### src/rtl/ipm_pkg.sv
// Shared constants and types for the integer polynomial multiplier.
package ipm_pkg;

  localparam int MAX_TERMS = 32;
  localparam int COEF_BITS = 21;
  localparam int IN_COEF_W = 21;
  localparam int CMD_W     = 2;
  localparam int RIDX_W    = 6;
  localparam int VAL_W     = 48;
  localparam int CNT_W     = $clog2(MAX_TERMS + 1);
  localparam int IDX_W     = (MAX_TERMS > 1) ? $clog2(MAX_TERMS) : 1;
  localparam int PROD_W    = 2 * COEF_BITS;
  localparam int EXT_W     = (PROD_W > VAL_W) ? PROD_W : VAL_W;

  localparam logic [CMD_W-1:0] CMD_APPEND_A = 2'd0;
  localparam logic [CMD_W-1:0] CMD_APPEND_B = 2'd1;
  localparam logic [CMD_W-1:0] CMD_COMPUTE  = 2'd2;

  typedef logic signed [COEF_BITS-1:0] coef_t;
  typedef logic signed [VAL_W-1:0]     val_t;

  typedef enum logic [1:0] {
    ST_IDLE,
    ST_RUN,
    ST_DRAIN,
    ST_ERR
  } ipm_state_t;

  typedef struct packed {
    logic adv;
    logic clr;
  } ipm_ctl_t;

endpackage

### src/rtl/ipm_cell.sv
// One tap of the transposed convolution chain: holds A[k], multiplies, accumulates.
module ipm_cell
  import ipm_pkg::*;
(
  input  logic     clk,
  input  ipm_ctl_t ctl,
  input  logic     load,
  input  coef_t    load_data,
  input  logic     active,
  input  coef_t    x,
  input  val_t     p_in,
  output val_t     p_out
);

  coef_t a_r;
  val_t  prod_r;
  val_t  prod_nxt;
  val_t  p_r;
  val_t  p_nxt;

  logic signed [PROD_W-1:0] mul;
  logic signed [EXT_W-1:0]  mul_ext;

  assign mul      = a_r * x;
  assign mul_ext  = EXT_W'(mul);
  assign prod_nxt = active ? mul_ext[VAL_W-1:0] : '0;
  assign p_nxt    = prod_r + p_in;
  assign p_out    = p_r;

  always_ff @(posedge clk) begin
    if (load) begin
      a_r <= load_data;
    end
  end

  always_ff @(posedge clk) begin
    if (ctl.clr) begin
      prod_r <= '0;
      p_r    <= '0;
    end else if (ctl.adv) begin
      prod_r <= prod_nxt;
      p_r    <= p_nxt;
    end
  end

endmodule

### config.mk
export PLATFORM = sky130hd
export DESIGN_NAME = ipm_cell
export DESIGN_NICKNAME = d
export VERILOG_FILES = /design/src/rtl/ipm_pkg.sv /design/src/rtl/ipm_cell.sv
export SDC_FILE = /design/constraint.sdc
export NUM_CORES = 2
export LEC_CHECK = 0
export ABC_AREA = 1
export BUFFER_PORTS_ARGS = -buffer_cell sky130_fd_sc_hd__buf_2
export CAP_MARGIN = 10
export CORE_MARGIN = 1.5
export CORE_UTILIZATION = 26
export DETAILED_ROUTE_END_ITERATION = 10
export PLACE_DENSITY = 0.48
export SYNTH_ARGS = -nofsm -noshare
export SYNTH_HDL_FRONTEND = slang
export SYNTH_SLANG_ARGS = --single-unit
export TNS_END_PERCENT = 10
### constraint.sdc
create_clock -name clk -period 10.7 [get_ports clk]
set_clock_uncertainty 0.15 [all_clocks]
set_input_delay 0.535 -clock clk [delete_from_list [all_inputs] [get_ports clk]]
set_output_delay 0.535 -clock clk [all_outputs]
set_load 0.02 [all_outputs]
# --- Word level (Yosys, flattened, before mapping) ---
# Index checks and enable logic that the tools add are counted.
classes:
  add_sub_neg: 1
  mul: 1
  muxes: 1
ops:
  columns: ["op", "n"]
  rows:
  - ["$add 48x48->48", 1]
  - ["$mux 48", 1]
  - ["$mul 21x21->42", 1]
totals:
  regBits: 117
  inputBits: 95
  out_inout_bits: 48

# --- Longest topological paths before layout ---
logic_depth:
  depth_word: 2
  ltp_mapped: 28
  ltp_nobuf: 27

# --- Worst setup path before layout ---
# OpenSTA, ideal clock, no wires.
synth_path:
  path_type: "input to register"
  from: "in x[4]"
  to: "reg prod_r[46]"
  arrival_time_ns: 6.204
  slack_ns: 4.214
  path_stages: 24
  cell_sequence: "clkbuf_1 > nand2_1 > fa_1 > fa_1 > inv_1 > fa_1 > inv_1 > fa_1 > inv_1 > fa_1 > inv_1 > fa_1 > fa_1 > inv_1 > ha_1 > nand2_1 > nor3_1 > nand2_1 > nor2_1 > nand3b_1 > nand3_1 > nand2_1 > nand3_1 > a21oi_1"
synth_between:
  elab_chain_len: 2
synth_lines:
  columns: ["element", "line_no", "source"]
  rows:
  - ["from (decl)", "ipm_cell.sv:10", "input coef_t x,"]
  - ["$mul 21x21->42", "ipm_cell.sv:24", "assign mul = a_r * x;"]
  - ["$mux 48", "ipm_cell.sv:26", "assign prod_nxt = active ? mul_ext[VAL_W-1:0] : '0;"]
  - ["to (signal assigned)", "ipm_cell.sv:41", "prod_r <= prod_nxt;"]
  - ["to (decl)", "ipm_cell.sv:16", "val_t prod_r;"]
# No other way between the ends.
# A chain may end at the register's enable or synchronous reset.

# --- Final worst setup path ---
layout_path:
  from: "reg a_r[20]"
  to: "reg prod_r[46]"
layout_between:
  elab_chain_len: 2
layout_lines:
  columns: ["element", "line_no", "source"]
  rows:
  - ["from (decl)", "ipm_cell.sv:15", "coef_t a_r;"]
  - ["from (signal assigned)", "ipm_cell.sv:32", "a_r <= load_data;"]
  - ["$mul 21x21->42", "ipm_cell.sv:24", null]
  - ["$mux 48", "ipm_cell.sv:26", null]
# No other way between the ends.

==> metrics.yaml <==
status: "complete, but fails checks"
violations: "design-rule violations"
grt_pass1_wl_mm: 127
r2r_cells: 23
netlist_area_mm2: 0.0255
drv_cap: 0
post-place-cells: 4950
antenna_found_initial: 6
syn-num-nets: 4340
yosysSeqAreaShare_pct: 9.54
nets: 4398
tightestPinTransition_ps: 1090
wl_met3_mm: 2.78
post-cts-setup-buffers: 0
fin_crit_sh_pct: 68.1
ant_nets: 0
die_h_um: 316
cp-end-kind: "flip-flop"
clk_latency_ps: 430
rsz0062_at_grt: "false"
post_drt_wl_per_cell_um: 15.9
r2r_end: "prod_r[46]"
h-tree-depth: 3
cts_sinks: 111
critPathKind: "flip-flop to flip-flop"
vias: 21500
final_cells: 4967
holdPathStages: 1
portBuffers: 142
syn_area_per_cell_um2: 7.03
period_minus_slack_ps: 7280
core-area_mm2: 0.0969
hold_viol_final: 0
crit_start: "a_r[20]"
setup_violations: 0
final_common_cell: "nand2_1"
n_fill_cell: 10800
postSynthCellCount: 3627
ys_types: 43
dieWidth_um: 316
r2r-start: "a_r[20]"
initial_utilization_pct: 26.3
ys_async_sr_fraction_pct: 0
fmax_mhz: 137
grtUsageTotal_pct: 16.4
grt_pass1_vias: 22500
wl_met1_mm: 36.7
cp-endpoint: "prod_r[46]"
r2r_slack_ps: 3420
layout_common_cells: "1016 x nand2_1, 1007 x inv_1, 460 x fa_1"
critPathRequiredTime_ps: 10810
clockBufferDepth: 2
cts_tree: "built"
slew_headroom_pct: 27.2
drt_iter0_markers: 1159
synth_enable_flop_cells: 21
grt_max_degree: 87
yosys_warnings: 0
multi_input_area_mm2: 0.0188
synth_flop_cell: "dfxtp_1"
gp_congestion: 0.900
ys_ff_latch: 111
start_kind: "flip-flop"
setup-tns-final_ps: 0
dieArea_mm2: 0.0999
first_pass_iters: 8
met2_length_mm: 38.1
routed_via_density: 4.33
final_max_slew_viol_count: 0
cp_max_fo: 21
top_layer: "met5"
gr-total-overflow: 0
rows: 114
cts_root_buffer: "clkbuf_16"
area_growth_pct: 9.13
drive_gt1_share_pct: 6.29
dpl.hpwl_mm: 66.8
drc: 28
wl_mm: 78.9
register_area_mm2: 0.00243
arrival_ps: 7390
hold_class: "primary input to flip-flop"
clk_pin_slew_ps: 120
numCtsBuffers: 9
cts_resized: 0
hold_buffers: 0
top_level_ports: 143
[worst max-delay path: stages (launching register included)]
cell      delay, ps
edfxtp_1        820
nand2_1         270
fa_1            610
fa_1            580
inv_1            60
fa_1            700
inv_1           250
fa_1            530
inv_1            50
fa_1            520
inv_1            50
fa_1            450
fa_1            510
inv_1            40
ha_1            390
nand2_1         130
nor3_1          250
nand2_1         110
nor2_1          180
nand3b_1        130
nand3_1         100
nand2_1          50
nand3_1          90
a21oi_1          80
[cell type report]
type,count,area share [%]
Multi-Input combinational cell,2392,67.7
Inverter,1012,13.7
Tap cell,1276,5.74
Clock buffer,9,0.810
Clock inverter,7,0.319
Sequential cell,111,8.75
Antenna cell,1,0.00900
Timing Repair Buffer,159,3.01
[logic make-up after synthesis]
kind of cell             Yosys count  synth area share (%)
flip-flops                       111                  9.54
AO/OA/AOI/OAI                    256                  5.33
adder cells (fa/ha/maj)          618                  43.9
buffers and inverters           1124                  16.6
AND/OR/NAND/NOR                 1496                  23.9
XOR/XNOR                          22                 0.756
[through the flow]
step | hold WS [ps] | worst slack (ps) | utilization, % | cell area, µm²
after global placement | 310 | 3360 | 28.4 | 27500
final | 118 | 3420 | 28.7 | 27800
after floorplan | 299 | 4210 | - | 25500
after CTS | 83.3 | 3340 | 28.7 | 27800
after global routing | 104 | 2890 | 28.7 | 27800
after detailed placement | 312 | 3280 | 28.4 | 27500
[flip-flops by register name, summed over array words and instances (netlist names)]
register	cells
a_r	21
prod_r	42
p_out	48
[metal layers]
layer | vias up | track usage [%]
met5 | - | 0
met4 | 8 | 3.24
met3 | 62 | 1.71
met2 | 358 | 28.8
met1 | 10500 | 21.8
li1 | 10600 | -
[worst min-delay path by stage]
stage,from,end
3_5_place_dp,prod_r[19],prod_r[19]
6_report,load_data[4],a_r[4]
4_1_cts,load_data[6],a_r[6]
3_3_place_gp,prod_r[2],prod_r[2]
5_1_grt,load_data[20],a_r[20]
2_1_floorplan,prod_r[10],prod_r[10]
[cell usage after synthesis (all sizes together) (2+ instances only)]
cell type / instances / area (µm²)
a21o: 2 / 15.0
a21oi: 148 / 756
and2: 4 / 25.0
buf: 6 / 27.5
clkbuf: 106 / 398
dfxtp: 90 / 1800
edfxtp: 21 / 631
fa: 460 / 9210
ha: 158 / 1980
inv: 1011 / 3790
nand2: 1037 / 3950
nand3: 127 / 651
nand3b: 13 / 97.6
nand4: 26 / 163
nor2: 264 / 1040
nor3: 16 / 106
nor4: 2 / 12.5
o211ai: 2 / 20.0
o21ai: 86 / 430
o21bai: 13 / 97.6
or2: 5 / 31.3
xnor2: 6 / 52.6
xor2: 16 / 140
Power is left out: the tool's default activity adds up to more than one toggle a clock period on the data nets, which glitch-free logic cannot reach.
